File: src/sv/decimal_digit_substring_filter_macros.svh
// Assertion helpers for the digit substring filter.
// Define NO_ASSERTIONS to compile them away.
`ifndef DECIMAL_DIGIT_SUBSTRING_FILTER_MACROS_SVH
`define DECIMAL_DIGIT_SUBSTRING_FILTER_MACROS_SVH
`ifndef NO_ASSERTIONS
// same-cycle implication
`define DDSF_ASSERT_HOLDS(label, clk, rst, ante, cons) \
   label: assert property (@(posedge clk) disable iff (rst) (ante) |-> (cons)) \
      else $error("assertion failed");
// next-cycle implication
`define DDSF_ASSERT_NEXT(label, clk, rst, ante, cons) \
   label: assert property (@(posedge clk) disable iff (rst) (ante) |=> (cons)) \
      else $error("assertion failed");
`else
`define DDSF_ASSERT_HOLDS(label, clk, rst, ante, cons)
`define DDSF_ASSERT_NEXT(label, clk, rst, ante, cons)
`endif
`endif

File: src/sv/ddsf_pkg.sv
`default_nettype none
package ddsf_pkg;

   // default identifier width
   localparam int DEFAULT_WORD_WIDTH = 32;

   // entries in the queue between front and back
   localparam int QUEUE_DEPTH = 2;

   // register index of the search key (selected by one address bit)
   localparam logic CSR_KEY_INDEX = 1'b0;

   // decimal digits needed for the largest value of a width-bit word
   function automatic int digit_count(input int width);
      return (width * 30103) / 100000 + 1;
   endfunction

   // control from the front queue to the back
   typedef struct packed {
      logic valid;
      logic bypass;   // key was zero when the item came in: always passes
   } item_ctl_type;

endpackage
`default_nettype wire

File: src/sv/decimal_digit_substring_filter.sv
// Decimal digit substring filter.
// Input queue (req_): push an identifier while req_full is low; it is
// transferred at a clock edge with req_push high and req_full low.
// Result queue (rsp_): while rsp_empty is low the oldest passing identifier
// is on rsp_matched_number; it is transferred when rsp_pop is high.
// An identifier passes when the decimal digits of search_key appear as a
// contiguous run in its own digits; a zero key passes everything.
// Config (csr_): APB-style, search_key at byte address 0, pready tied high.
// Timing: each identifier is converted to decimal by a one-bit-per-cycle
// shift-and-add-3 unit; in the back an item goes through take, WORD_WIDTH
// conversion steps, and compare and emit; with a zero key it goes through
// take and emit only. After a key write the same unit converts the key once
// before the next identifier starts.
// A two-entry queue buffers input while the back is busy; a held result
// stalls only the compare step, the queue keeps filling until full.
// Reset empties both queues and sets the key to zero.
`default_nettype none
module decimal_digit_substring_filter #(
   parameter int WORD_WIDTH = ddsf_pkg::DEFAULT_WORD_WIDTH
) (
   input  logic                                   clock,
   input  logic                                   reset,
   input  logic                                   req_push,
   output logic                                   req_full,
   input  logic [WORD_WIDTH-1:0]                  req_candidate_number,
   output logic                                   rsp_empty,
   input  logic                                   rsp_pop,
   output logic [WORD_WIDTH-1:0]                  rsp_matched_number,
   input  logic                                   csr_psel,
   input  logic                                   csr_penable,
   input  logic                                   csr_pwrite,
   input  logic [((WORD_WIDTH > 32) ? 4 : 3)-1:0] csr_paddr,
   input  logic [((WORD_WIDTH > 32) ? 64 : 32)-1:0] csr_pwdata,
   output logic [((WORD_WIDTH > 32) ? 64 : 32)-1:0] csr_prdata,
   output logic                                   csr_pready
);
   import ddsf_pkg::*;

   localparam int DATA_W = (WORD_WIDTH > 32) ? 64 : 32;
   localparam int ADDR_W = (WORD_WIDTH > 32) ? 4 : 3;

   logic [WORD_WIDTH-1:0] key_ff, key_in;
   logic                  key_write;
   item_ctl_type          item_ctl;
   logic [WORD_WIDTH-1:0] item_data;
   logic                  item_take;
   logic                  res_valid;

   // register file: one key register
   assign csr_pready = 1'b1;
   assign key_write  = csr_psel && csr_penable && csr_pwrite &&
                       (csr_paddr[ADDR_W-1] == CSR_KEY_INDEX);
   assign key_in     = key_write ? csr_pwdata[WORD_WIDTH-1:0] : key_ff;
   assign csr_prdata = (csr_paddr[ADDR_W-1] == CSR_KEY_INDEX) ? DATA_W'(key_ff) : '0;

   always_ff @(posedge clock) begin
      if (reset) begin
         key_ff <= '0;
      end else begin
         key_ff <= key_in;
      end
   end

   // input queue and classification
   ddsf_front #(
      .WORD_WIDTH (WORD_WIDTH),
      .DEPTH      (QUEUE_DEPTH)
   ) u_front (
      .clock       (clock),
      .reset       (reset),
      .push        (req_push),
      .full        (req_full),
      .push_data   (req_candidate_number),
      .key_is_zero (key_ff == '0),
      .item_ctl    (item_ctl),
      .item_data   (item_data),
      .item_take   (item_take)
   );

   // conversion, compare and result register
   ddsf_back #(
      .WORD_WIDTH (WORD_WIDTH)
   ) u_back (
      .clock     (clock),
      .reset     (reset),
      .key_write (key_write),
      .key       (key_ff),
      .item_ctl  (item_ctl),
      .item_data (item_data),
      .item_take (item_take),
      .res_valid (res_valid),
      .res_pop   (rsp_pop),
      .res_data  (rsp_matched_number)
   );

   assign rsp_empty = !res_valid;

endmodule
`default_nettype wire

File: src/sv/ddsf_front.sv
`default_nettype none
module ddsf_front #(
   parameter int WORD_WIDTH = ddsf_pkg::DEFAULT_WORD_WIDTH,
   parameter int DEPTH      = ddsf_pkg::QUEUE_DEPTH
) (
   input  logic                    clock,
   input  logic                    reset,
   input  logic                    push,
   output logic                    full,
   input  logic [WORD_WIDTH-1:0]   push_data,
   input  logic                    key_is_zero,
   output ddsf_pkg::item_ctl_type  item_ctl,
   output logic [WORD_WIDTH-1:0]   item_data,
   input  logic                    item_take
);
   import ddsf_pkg::*;

   localparam int PTR_W = (DEPTH > 1) ? $clog2(DEPTH) : 1;
   localparam int CNT_W = $clog2(DEPTH + 1);

   logic [WORD_WIDTH-1:0] data_ff [DEPTH];
   logic                  bypass_ff [DEPTH];
   logic [PTR_W-1:0]      wr_ptr_ff, wr_ptr_in;
   logic [PTR_W-1:0]      rd_ptr_ff, rd_ptr_in;
   logic [CNT_W-1:0]      count_ff, count_in;
   logic                  wr_en, rd_en;

   // handshake status
   assign full  = (count_ff == CNT_W'(DEPTH));
   assign wr_en = push && !full;
   assign rd_en = item_take && (count_ff != '0);

   // oldest entry goes to the back
   assign item_ctl.valid  = (count_ff != '0);
   assign item_ctl.bypass = bypass_ff[rd_ptr_ff];
   assign item_data       = data_ff[rd_ptr_ff];

   // pointer and fill count update
   always_comb begin
      wr_ptr_in = wr_ptr_ff;
      rd_ptr_in = rd_ptr_ff;
      count_in  = count_ff;
      if (wr_en) begin
         wr_ptr_in = (wr_ptr_ff == PTR_W'(DEPTH - 1)) ? '0 : wr_ptr_ff + PTR_W'(1);
      end
      if (rd_en) begin
         rd_ptr_in = (rd_ptr_ff == PTR_W'(DEPTH - 1)) ? '0 : rd_ptr_ff + PTR_W'(1);
      end
      unique case ({wr_en, rd_en})
         2'b10:   count_in = count_ff + CNT_W'(1);
         2'b01:   count_in = count_ff - CNT_W'(1);
         default: count_in = count_ff;
      endcase
   end

   always_ff @(posedge clock) begin
      if (reset) begin
         wr_ptr_ff <= '0;
         rd_ptr_ff <= '0;
         count_ff  <= '0;
      end else begin
         wr_ptr_ff <= wr_ptr_in;
         rd_ptr_ff <= rd_ptr_in;
         count_ff  <= count_in;
      end
   end

   // classify on entry and store
   always_ff @(posedge clock) begin
      if (wr_en) begin
         data_ff[wr_ptr_ff]   <= push_data;
         bypass_ff[wr_ptr_ff] <= key_is_zero;
      end
   end

endmodule
`default_nettype wire

File: src/sv/ddsf_back.sv
`default_nettype none
`include "decimal_digit_substring_filter_macros.svh"
module ddsf_back #(
   parameter int WORD_WIDTH = ddsf_pkg::DEFAULT_WORD_WIDTH
) (
   input  logic                    clock,
   input  logic                    reset,
   input  logic                    key_write,
   input  logic [WORD_WIDTH-1:0]   key,
   input  ddsf_pkg::item_ctl_type  item_ctl,
   input  logic [WORD_WIDTH-1:0]   item_data,
   output logic                    item_take,
   output logic                    res_valid,
   input  logic                    res_pop,
   output logic [WORD_WIDTH-1:0]   res_data
);
   import ddsf_pkg::*;

   localparam int NDIG     = digit_count(WORD_WIDTH);
   localparam int BCD_BITS = 4 * NDIG;
   localparam int CNT_W    = $clog2(WORD_WIDTH);
   localparam logic [CNT_W-1:0] LAST = CNT_W'(WORD_WIDTH - 1);

   typedef enum logic [3:0] {
      ST_IDLE = 4'b0001,
      ST_KEY  = 4'b0010,
      ST_CAND = 4'b0100,
      ST_EMIT = 4'b1000
   } state_type;

   state_type             state_ff, state_in;
   logic [CNT_W-1:0]      cnt_ff, cnt_in;
   logic [WORD_WIDTH-1:0] shift_ff, shift_in;
   logic [BCD_BITS-1:0]   bcd_ff, bcd_in;
   logic [BCD_BITS-1:0]   key_bcd_ff, key_bcd_in;
   logic [NDIG-1:0]       key_used_ff, key_used_in;
   logic                  stale_ff, stale_in;
   logic                  bypass_ff, bypass_in;
   logic [WORD_WIDTH-1:0] cand_ff, cand_in;
   logic                  res_valid_ff, res_valid_in;
   logic [WORD_WIDTH-1:0] res_data_ff, res_data_in;

   logic [BCD_BITS-1:0]   adj;
   logic [BCD_BITS-1:0]   bcd_step;
   logic [NDIG-1:0]       used_step;
   logic                  window_hit;
   logic                  emit_ready;

   // one double-dabble step: add 3 to digits of 5 and up, shift in next bit
   always_comb begin
      for (int i = 0; i < NDIG; i++) begin
         adj[i*4 +: 4] = (bcd_ff[i*4 +: 4] >= 4'd5) ? bcd_ff[i*4 +: 4] + 4'd3
                                                     : bcd_ff[i*4 +: 4];
      end
      bcd_step = {adj[BCD_BITS-2:0], shift_ff[WORD_WIDTH-1]};
   end

   // key digit positions at or below the leading nonzero digit
   always_comb begin
      used_step[NDIG-1] = |bcd_step[(NDIG-1)*4 +: 4];
      for (int j = NDIG - 2; j >= 0; j--) begin
         used_step[j] = used_step[j+1] | (|bcd_step[j*4 +: 4]);
      end
   end

   // key digits against every window of candidate digits; digits past the top are zero
   always_comb begin
      logic       hit_k;
      logic [3:0] cand_digit;
      window_hit = 1'b0;
      for (int k = 0; k < NDIG; k++) begin
         hit_k = 1'b1;
         for (int j = 0; j < NDIG; j++) begin
            if (k + j < NDIG) begin
               cand_digit = bcd_ff[(k+j)*4 +: 4];
            end else begin
               cand_digit = 4'd0;
            end
            if (key_used_ff[j] && (cand_digit != key_bcd_ff[j*4 +: 4])) begin
               hit_k = 1'b0;
            end
         end
         window_hit = window_hit | hit_k;
      end
   end

   assign emit_ready = !res_valid_ff || res_pop;

   // sequencer: key conversion, candidate conversion, result
   always_comb begin
      state_in     = state_ff;
      cnt_in       = cnt_ff;
      shift_in     = shift_ff;
      bcd_in       = bcd_ff;
      key_bcd_in   = key_bcd_ff;
      key_used_in  = key_used_ff;
      stale_in     = stale_ff;
      bypass_in    = bypass_ff;
      cand_in      = cand_ff;
      res_valid_in = res_valid_ff && !res_pop;
      res_data_in  = res_data_ff;
      item_take    = 1'b0;
      if (key_write) begin
         stale_in = 1'b1;
         state_in = ST_IDLE;
         cnt_in   = '0;
      end else begin
         unique case (state_ff)
            ST_IDLE: begin
               if (stale_ff) begin
                  stale_in = 1'b0;
                  shift_in = key;
                  bcd_in   = '0;
                  cnt_in   = '0;
                  state_in = ST_KEY;
               end else if (item_ctl.valid) begin
                  item_take = 1'b1;
                  cand_in   = item_data;
                  shift_in  = item_data;
                  bcd_in    = '0;
                  bypass_in = item_ctl.bypass;
                  state_in  = item_ctl.bypass ? ST_EMIT : ST_CAND;
               end
            end
            ST_KEY: begin
               bcd_in   = bcd_step;
               shift_in = {shift_ff[WORD_WIDTH-2:0], 1'b0};
               if (cnt_ff == LAST) begin
                  key_bcd_in  = bcd_step;
                  key_used_in = used_step;
                  cnt_in      = '0;
                  state_in    = ST_IDLE;
               end else begin
                  cnt_in = cnt_ff + CNT_W'(1);
               end
            end
            ST_CAND: begin
               bcd_in   = bcd_step;
               shift_in = {shift_ff[WORD_WIDTH-2:0], 1'b0};
               if (cnt_ff == LAST) begin
                  cnt_in   = '0;
                  state_in = ST_EMIT;
               end else begin
                  cnt_in = cnt_ff + CNT_W'(1);
               end
            end
            ST_EMIT: begin
               if (emit_ready) begin
                  if (bypass_ff || window_hit) begin
                     res_valid_in = 1'b1;
                     res_data_in  = cand_ff;
                  end
                  state_in = ST_IDLE;
               end
            end
            default: begin
               state_in = ST_IDLE;
               cnt_in   = '0;
            end
         endcase
      end
   end

   // control state
   always_ff @(posedge clock) begin
      if (reset) begin
         state_ff     <= ST_IDLE;
         cnt_ff       <= '0;
         stale_ff     <= 1'b0;
         key_used_ff  <= '0;
         res_valid_ff <= 1'b0;
      end else begin
         state_ff     <= state_in;
         cnt_ff       <= cnt_in;
         stale_ff     <= stale_in;
         key_used_ff  <= key_used_in;
         res_valid_ff <= res_valid_in;
      end
   end

   // datapath
   always_ff @(posedge clock) begin
      shift_ff    <= shift_in;
      bcd_ff      <= bcd_in;
      key_bcd_ff  <= key_bcd_in;
      bypass_ff   <= bypass_in;
      cand_ff     <= cand_in;
      res_data_ff <= res_data_in;
   end

   assign res_valid = res_valid_ff;
   assign res_data  = res_data_ff;

   // checks
   `DDSF_ASSERT_NEXT(a_cand_done_to_emit, clock, reset, state_ff == ST_CAND && cnt_ff == LAST && !key_write, state_ff == ST_EMIT)
   `DDSF_ASSERT_HOLDS(a_result_from_emit, clock, reset, $rose(res_valid_ff), $past(state_ff == ST_EMIT))
   `DDSF_ASSERT_HOLDS(a_idle_count_clear, clock, reset, state_ff == ST_IDLE, cnt_ff == '0)

endmodule
`default_nettype wire
File: config.mk
export PLATFORM = sky130hd
export DESIGN_NAME = decimal_digit_substring_filter
export DESIGN_NICKNAME = d
export VERILOG_FILES = /design/src/sv/ddsf_pkg.sv /design/src/sv/decimal_digit_substring_filter.sv /design/src/sv/ddsf_front.sv /design/src/sv/ddsf_back.sv
export VERILOG_INCLUDE_DIRS = /design/src /design/src/sv
export SDC_FILE = /design/constraint.sdc
export NUM_CORES = 1
export LEC_CHECK = 0
export CORE_UTILIZATION = 35
export CTS_CLUSTER_DIAMETER = 120
export DETAILED_ROUTE_END_ITERATION = 6
export DONT_BUFFER_PORTS = 1
export GPL_TIMING_DRIVEN = 1
export SYNTH_ARGS = -nofsm -noshare
export SYNTH_HDL_FRONTEND = slang
export SYNTH_SLANG_ARGS = --single-unit
export TNS_END_PERCENT = 50
File: constraint.sdc
create_clock -name clock -period 23.2 [get_ports clock]
set_input_delay 1.16 -clock clock [delete_from_list [all_inputs] [get_ports clock]]
set_output_delay 1.16 -clock clock [all_outputs]
set_load 0.01 [all_outputs]
==> results of run 1 <==
cell families after synthesis:
logic type / count (synthesis)
xor gates and xnor gates: 236
adders and majority gates: 23
muxes: 75
other: 1
and+or+nand+nor: 341
AOI/OAI and AO/OA: 190
buffers and inverters: 148
DFF: 301
per-layer routing:
layer,global-route usage,vias up
met1,0.208,4772
met4,0.0535,0
met3,0.0449,61
li1,-,4533
met2,0.280,260
met5,0,-
stage by stage:
stage	area, sq um	hold WS (ps)	util
2_1_floorplan	15400	400	-
3_3_place_gp	15600	402	0.362
3_5_place_dp	15600	406	0.362
4_1_cts	16900	419	0.390
5_1_grt	16900	419	0.390
6_report	16900	418	0.390
how the worst max path moves through the flow:
stage,slack [ps],endpoint,depth (start not counted),startpoint
floorplan,14130,u_back.bcd_ff[0],3,csr_penable
global placement,19400,u_back.res_data[0],8,u_back.bcd_ff[33]
detailed placement,19390,u_back.res_data[0],8,u_back.bcd_ff[33]
CTS,19280,u_back.res_data[28],8,u_back.bcd_ff[33]
global route,19190,u_back.res_data[0],8,u_back.key_bcd_ff[3]
finish,19360,u_back.res_data[0],8,u_back.key_bcd_ff[5]
worst register-to-register path: stages (launching register included):
cell                       delay, ps
sky130_fd_sc_hd__edfxtp_1        650
sky130_fd_sc_hd__xor2_1          240
sky130_fd_sc_hd__o41ai_1         890
sky130_fd_sc_hd__nand4_1         180
sky130_fd_sc_hd__nor3_1          230
sky130_fd_sc_hd__a211oi_1        100
sky130_fd_sc_hd__o21ai_0         110
sky130_fd_sc_hd__o21ai_1         150
sky130_fd_sc_hd__nor2b_4         840
where the power goes:
group          internal [W]  leakage, nW  switching, W
clock              0.000352        0.610      0.000229
sequential         0.000808         2.75      0.000199
combinational      0.000237         2.51      0.000341
total               0.00140         5.87      0.000769
area by class of cell:
class	instances	share of cell area
Inverter	46	0.0102
Multi-Input combinational cell	866	0.369
Clock buffer	48	0.0589
Tap cell	585	0.0433
Clock inverter	16	0.0150
Timing Repair Buffer	6	0.00267
Sequential cell	301	0.501
cell usage in the layout (no fill, tap or decap), types with 17 or more instances in the layout:
cell type and n:
sky130_fd_sc_hd__edfxtp_1 243, sky130_fd_sc_hd__xor2_1 164, sky130_fd_sc_hd__a21oi_1 90, sky130_fd_sc_hd__nand2_1 87
sky130_fd_sc_hd__nor2_1 86, sky130_fd_sc_hd__xnor2_1 72, sky130_fd_sc_hd__dfxtp_1 56, sky130_fd_sc_hd__inv_1 46
sky130_fd_sc_hd__o41ai_1 44, sky130_fd_sc_hd__mux2i_1 38, sky130_fd_sc_hd__nor2b_1 36, sky130_fd_sc_hd__clkbuf_16 36
sky130_fd_sc_hd__mux2_2 35, sky130_fd_sc_hd__nand4_1 29, sky130_fd_sc_hd__ha_1 23, sky130_fd_sc_hd__o21ai_0 21
sky130_fd_sc_hd__nand2b_1 20, sky130_fd_sc_hd__and2_1 17
sequential cells by signal (all words and copies together), names as in the netlist, 4 cells and up, named ones only:
signal / cells
u_back.key_used_ff: 10
u_back.bcd_ff: 40
u_back.res_data: 32
u_back.cnt_ff: 5
u_back.key_bcd_ff: 40
u_back.cand_ff: 32
u_back.shift_ff: 32
key_ff: 32
u_front.data_ff: 64
u_back.state_ff: 4
==> results.txt, run 1 <==
----------------------------------------------------
[Worst setup path]
  Type of element launching the critical path ... flip-flop
  Setup Crit Path Kind ... flip-flop to flip-flop
  Cell with the largest stage delay on the worst path ... sky130_fd_sc_hd__o41ai_1
  Register-to-register setup slack ... 19360 ps
  Critical Path Max Stage Delay ... 890 ps
  Crit path max fanout ... 32
  Worst r2r path cells ... 8
  WP buf/inv ... 0
  Crit. End Element ... flip-flop
  RR Startpoint ... u_back.key_bcd_ff[5]
  Crit path required time ... 23330 ps
  Arrival time of data at the critical path endpoint ... approximately 4000 ps
  Gate family responsible for the most delay along the worst path ... compound AO/OA/AOI/OAI gates
  Endpoint of the lowest-slack register-to-register path ... u_back.res_data[0]
  Crit-path cells ... xor2_1 > o41ai_1 > nand4_1 > nor3_1 > a211oi_1 > o21ai_0 > o21ai_1 > nor2b_4

[Clock network]
  Clock slew at the register clock pins of the worst setup and hold paths ... about 60 ps
  Clock net sink count ... 301
  H-tree levels ... 2
  Post-cts sizing count ... 0
  Clock tree from TritonCTS ... done
  Maximum buffer depth of the clock tree ... 3
  TritonCTS Buffers ... 35
  Clock network latency to the later pin of the worst-skew pair ... approximately 550 ps
  # Post-CTS Setup Buffers ... 0
  Root buffer cell ... sky130_fd_sc_hd__clkbuf_16
  CTS Hold Bufs ... 0

[Min path]
  Worst hold start ... u_back.cand_ff[6]
  Worst Hold End ... u_back.res_data[6]
  Cells on Worst Hold Path ... 0
  Hold Crit Class ... flip-flop to flip-flop

[Timing]
  Post-layout worst setup margin ... 19360 ps
  Final Cycle Share ... 0.165
  Setup repair after global routing missed its margin ... no
  Final critical delay including setup and external delays ... roughly 3800 ps
  Number of hold violations in the final report ... 0
  Measured slew at the worst slew-check pin ... 1160 ps
  Setup violation total in the final timing report ... 0
  Total negative setup slack ... 0 ps
  Headroom to the max-slew limit ... 0.225
  Fin Clk Skew ... 38.0 ps
  Max Transition Viols Final ... 0
  Max Freq ... approximately 260 MHz

[Final layout]
  Share of layout cells above drive strength 1 ... 0.0982
  Total area of multi-input combinational cells ... roughly 6200 sq um
  Storage element area ... 8460 sq um
  Layout-stage area growth over the synthesis result ... 9.78%
  Count of fill cells added during filler insertion ... 4142
  Number of nets in the layout ... 1353
  Antenna diodes ... 0
  Final Instance Count excl. Fillers ... 1868

[GRT]
  All-Layer GR Usage ... 0.167
  Global-route wire length before repair ... 57.5 mm
  Global-route congestion overflow total ... 0
  Number of global-route vias before repair ... 9963
  Largest net degree at the start of global routing ... a little over 90
  Antenna violations before repair ... 0

[Yosys]
  Most numerous cell types in the synthesized netlist ... sky130_fd_sc_hd__edfxtp_1, sky130_fd_sc_hd__xor2_1, sky130_fd_sc_hd__a21oi_1
  YS warnings ... 0
  Share of the synthesized netlist area taken by xor and xnor gates ... 0.134
  Share of synthesized cell area in and, or, nand and nor gates ... 0.113
  Post-Syn Area per Cell ... between 10 and 15 sq um
  Portion of the post-synthesis area used by sequential elements ... 0.550
  Combinational family with the most area after synthesis ... XOR/XNOR gates
  Most numerous cell in the Yosys netlist ... sky130_fd_sc_hd__edfxtp_1
  Distinct cell type count of the synthesized netlist ... 59
  Netlist area before placement ... 15400 sq um
  Top cells by area in the synthesized netlist ... sky130_fd_sc_hd__edfxtp_1, sky130_fd_sc_hd__xor2_1, sky130_fd_sc_hd__dfxtp_1, sky130_fd_sc_hd__xnor2_1, sky130_fd_sc_hd__a21oi_1
  Cell count after synthesis ... 1315
  Adder-cell share of the synthesized area ... 0.0187
  Compound-Gate Fraction of Synth Area ... 0.0841
  Mux cell area share after synthesis ... 0.0518
  Post-synth top flop ... sky130_fd_sc_hd__edfxtp_1
  Synth Register Bits ... 301
  Syn nets ... 1412
  Post-synth top area share ... 0.474
  Post-synthesis async set-or-reset flop share ... 0
  Synth area leader ... sky130_fd_sc_hd__edfxtp_1
  Number of enable flip-flop cells after synthesis ... 243

[Run]
  Max-capacitance violation count ... 0

[Floorplan]
  Core box area ... 43300 sq um
  Starting utilization of the core area ... 0.356
  X dimension of the die ... 212 um
  DIE HEIGHT ... between 200 and 250 um
  I/O pin cnt ... 141
  Die Outline Area ... 44800 sq um
  Site row count ... 76

[Drt]
  Routed wl met2 ... 17.5 mm
  Uppermost layer routed ... met4
  Number of vias after detailed routing ... a little under 10000
  # DRC ... 0
  Detailed Route WL ... 36.6 mm
  1st-pass router iterations ... 5
  Avg WL per Cell ... 19.6 um
  Count of antenna-violating nets left after detailed routing ... 0
  Avg Vias per Cell ... 5.15
  Met1 Routed Length ... 15.6 mm
  Count of routing violations after the opening detailed-route iteration ... 660
  Metal3 WL ... 2.57 mm

[Placement]
  Count of buffers inserted at the top-level ports ... 0
  Instance count after placement with tap cells included ... around 1800
  Post-placement setup slack ... 19390 ps
  GPL Wtd Cong ... 0.869
  DP Wirelength ... 24.5 mm

[Pwr]
  Power density normalized to cell area ... 128 nW/um^2
  Worst VDD drop ... 0.0765 mV
  Total power ... approximately 0.0022 W
  Leakage power ... 5.87 nW

[Status]
  Run status ... finished clean

----------------------------------------------------
No activity file was read; power rests on OpenSTA's default activity.
==> run 2: changes to the inputs <==
clock period = 3.8 ns   (was 23.2 ns; I/O delays follow)
==> run 2 against run 1 <==
  * Register-to-register slack got worse by 19000 ps
  * Global-route usage up 0.52 points
  * Setup slack worse by 19000 ps
  * First-iteration DRC count rose by 17%
  * Cell count up 5.7%
  * Sequential share of layout area decreased by 2.9 points
  * Critical path depth grew 2
  * Count of clock-buffer cells in the layout increased by 4
  * Final area rose by 6.1%
  * Wire length rose by 4.3%
  * Clock power rose to 6.0 times the previous value
==> results.txt, run 2 (synthesis results as in run 1) <==
----------------------------------------------------
[Status]
  Run status ... finished clean

[Clock network]
  Clock slew at the register clock pins of the worst setup and hold paths ... 60 ps (about the same)
  Clock tree from TritonCTS ... done
  Clock network latency to the later pin of the worst-skew pair ... 550 ps (about the same)
  H-tree levels ... 2 (unchanged)
  Maximum buffer depth of the clock tree ... 3 (unchanged)
  TritonCTS Buffers ... 36 (+2.9%)
  Clock net sink count ... 301 (unchanged)
  Root buffer cell ... sky130_fd_sc_hd__clkbuf_16

[Worst setup path]
  Arrival time of data at the critical path endpoint ... 3590 ps (-380 ps)
  Setup Crit Path Kind ... flip-flop to flip-flop
  Gate family responsible for the most delay along the worst path ... simple AND/OR/NAND/NOR gates
  Crit path required time ... 4190 ps (-19140 ps)
  WP buf/inv ... 1 (+1)
  Crit. End Element ... flip-flop
  Critical Path Max Stage Delay ... 810 ps (-80 ps)
  Crit-path cells ... inv_1 > ha_1 > nand2b_1 > a21oi_2 > mux2_1 > and4_1 > nor3b_2 > nand4_1 > nor3_2 > a31oi_1
  Crit path max fanout ... 12 (-63%)
  Type of element launching the critical path ... flip-flop
  Cell with the largest stage delay on the worst path ... sky130_fd_sc_hd__edfxtp_1
  Register-to-register setup slack ... 600 ps (-18760 ps)

[Drt]
  Detailed Route WL ... 38.2 mm (+4.3%)
  Count of routing violations after the opening detailed-route iteration ... 769 (+17%)
  Avg WL per Cell ... 19.3 um (-1.3%)
  Avg Vias per Cell ... 5.16 (+0.11%)
  # DRC ... 0 (unchanged)
  Count of antenna-violating nets left after detailed routing ... 0 (unchanged)
  Number of vias after detailed routing ... 10189 (+5.8%)
  1st-pass router iterations ... 5 (unchanged)

[GRT]
  Global-route wire length before repair ... 59.2 mm (+2.9%)
  Number of global-route vias before repair ... 10286 (+3.2%)
  Antenna violations before repair ... 0 (unchanged)
  All-Layer GR Usage ... 0.172 (+0.00516)
  Largest net degree at the start of global routing ... 53 (-43%)
  Global-route congestion overflow total ... 0 (unchanged)

[Pwr]
  Worst VDD drop ... 0.496 mV (+550%)
  P_int ... 0.00860 W (+520%)
  Leakage power ... 6.38 nW (+8.7%)
  Fraction of power consumed by combinational cells ... 0.296 (+0.029)
  Net load switching power ... 0.00475 W (+520%)
  Fraction of power spent switching nets ... 0.356 (+0.000682)
  Part of the total power dissipated in sequential elements ... 0.442 (-0.023)
  Power density normalized to cell area ... 745 nW/um^2 (+480%)
  Part of the total power dissipated in the clock network ... 0.262 (-0.006)

[Run]
  Max-capacitance violation count ... 0 (unchanged)

[Final layout]
  Antenna diodes ... 0 (unchanged)
  Layout-stage area growth over the synthesis result ... 16.5%
  Number of nets in the layout ... 1460 (+7.9%)
  Commonest non-fill, non-tap cells in the layout ... sky130_fd_sc_hd__edfxtp_1, sky130_fd_sc_hd__xor2_1, sky130_fd_sc_hd__a21oi_1
  Registers with the most flip-flops ... u_front.data_ff x64, u_back.bcd_ff x40, u_back.key_bcd_ff x40
  Register bank with the most flops ... u_front.data_ff
  Share of layout cells above drive strength 1 ... 0.0993 (+0.00107)
  Flip-flop count of the largest register after layout ... 64 (unchanged)
  Most common cell after layout, fill and taps aside ... sky130_fd_sc_hd__edfxtp_1

[Timing]
  Number of hold violations in the final report ... 0 (unchanged)
  Headroom to the max-slew limit ... 0.266 (+0.0410)
  Setup repair after global routing missed its margin ... no
  Total negative setup slack ... 0 ps (unchanged)
  Final Cycle Share ... 0.842 (+0.676)
  Setup violation total in the final timing report ... 0 (unchanged)
  Measured slew at the worst slew-check pin ... 1100 ps (-61.3 ps)
  Final critical delay including setup and external delays ... 3200 ps (-639 ps)
  Post-layout worst setup margin ... 602 ps (-18760 ps)
  Fin Clk Skew ... 21.3 ps (-16.7 ps)
  Max Transition Viols Final ... 0 (unchanged)
  Max Freq ... 313 MHz (+20%)

[Floorplan]
  Die Outline Area ... 44800 sq um (unchanged)
  Site row count ... 76 (unchanged)
  I/O pin cnt ... 141 (unchanged)
  DIE HEIGHT ... 212 um (unchanged)
  X dimension of the die ... 212 um (unchanged)
  Core box area ... 43300 sq um (unchanged)
  Starting utilization of the core area ... 0.356 (unchanged)

[Placement]
  Count of buffers inserted at the top-level ports ... 0 (unchanged)
  Post-placement setup slack ... 587 ps (-18810 ps)
  GPL Wtd Cong ... 0.900 (+3.5%)
  DP Wirelength ... 25.1 mm (+2.5%)

[Min path]
  Hold Crit Class ... primary input to flip-flop

----------------------------------------------------
==> run 2: path summary, 6_finish.rpt <==
path / from / end / cells past startpoint
worst max-delay path: u_back.bcd_ff[36] / u_back.key_used_ff[0] / 10
worst min-delay path: reset / u_back.state_ff[1] / 2
worst min register to register: u_back.cand_ff[13] / u_back.res_data[13] / 0
worst max register to register: u_back.bcd_ff[36] / u_back.key_used_ff[0] / 10
==> run 2: metrics by stage <==
| step | area (sq um) | utilization | power, W | std cells | hold WS [ps] |
|---|---|---|---|---|---|
| global placement | 15800 | 0.365 | 0.00969 | 1820 | 265 |
| global route | 17900 | 0.414 | 0.0141 | 1975 | 67.4 |
| CTS | 17900 | 0.414 | 0.0135 | 1975 | 21.5 |
| floorplan | 15400 | - | 0.00882 | 1315 | 289 |
| finish | 17900 | 0.414 | 0.0133 | 1975 | 43.1 |
| detailed placement | 15800 | 0.365 | 0.00985 | 1820 | 266 |
==> run 2: final cells by class <==
cell class | instances | area [sq um]
well taps | 585 | 732
inverters | 46 | 173
multi-input cells | 866 | 6240
fillers | 4008 | 25300
flip-flops and latches | 301 | 8460
clock inverters | 13 | 211
repair buffers | 112 | 1100
clock buffers | 52 | 1010
==> run 2: power by group through the flow <==
stage / Clock (W) / Combinational, W / Sequential, W
finish: 0.00350 / 0.00394 / 0.00590
global route: 0.00370 / 0.00440 / 0.00602
CTS: 0.00357 / 0.00399 / 0.00591
detailed placement: 0 / 0.00389 / 0.00597
global placement: 0 / 0.00375 / 0.00594
floorplan: 0 / 0.00349 / 0.00533
==> run 2: metal layers <==
metal  vias to the layer above  global-route usage  wire (um)
li1                       4755                   -          -
met1                      5058               0.216      16200
met2                       317               0.280      18000
met3                        59              0.0485       2920
met4                         0              0.0647       1040
met5                         -                   0          0
==> run 2: timing repair <==
action / in CTS / in global routing
setup buffers: 0 / 0
hold buffers: 90 / 0
hold endpoints to repair: 113 / 0
gates resized for setup: 0 / 0
==> run 2: worst reg2reg max path: cells and delay by family, from the launching register on <==
family	cells	cell delay (ps)
adder cells (fa/ha/maj)	1	270
AND/OR/NAND/NOR	5	1290
flip-flops	1	810
AO/OA/AOI/OAI	2	210
buffers and inverters	1	190
multiplexers	1	290
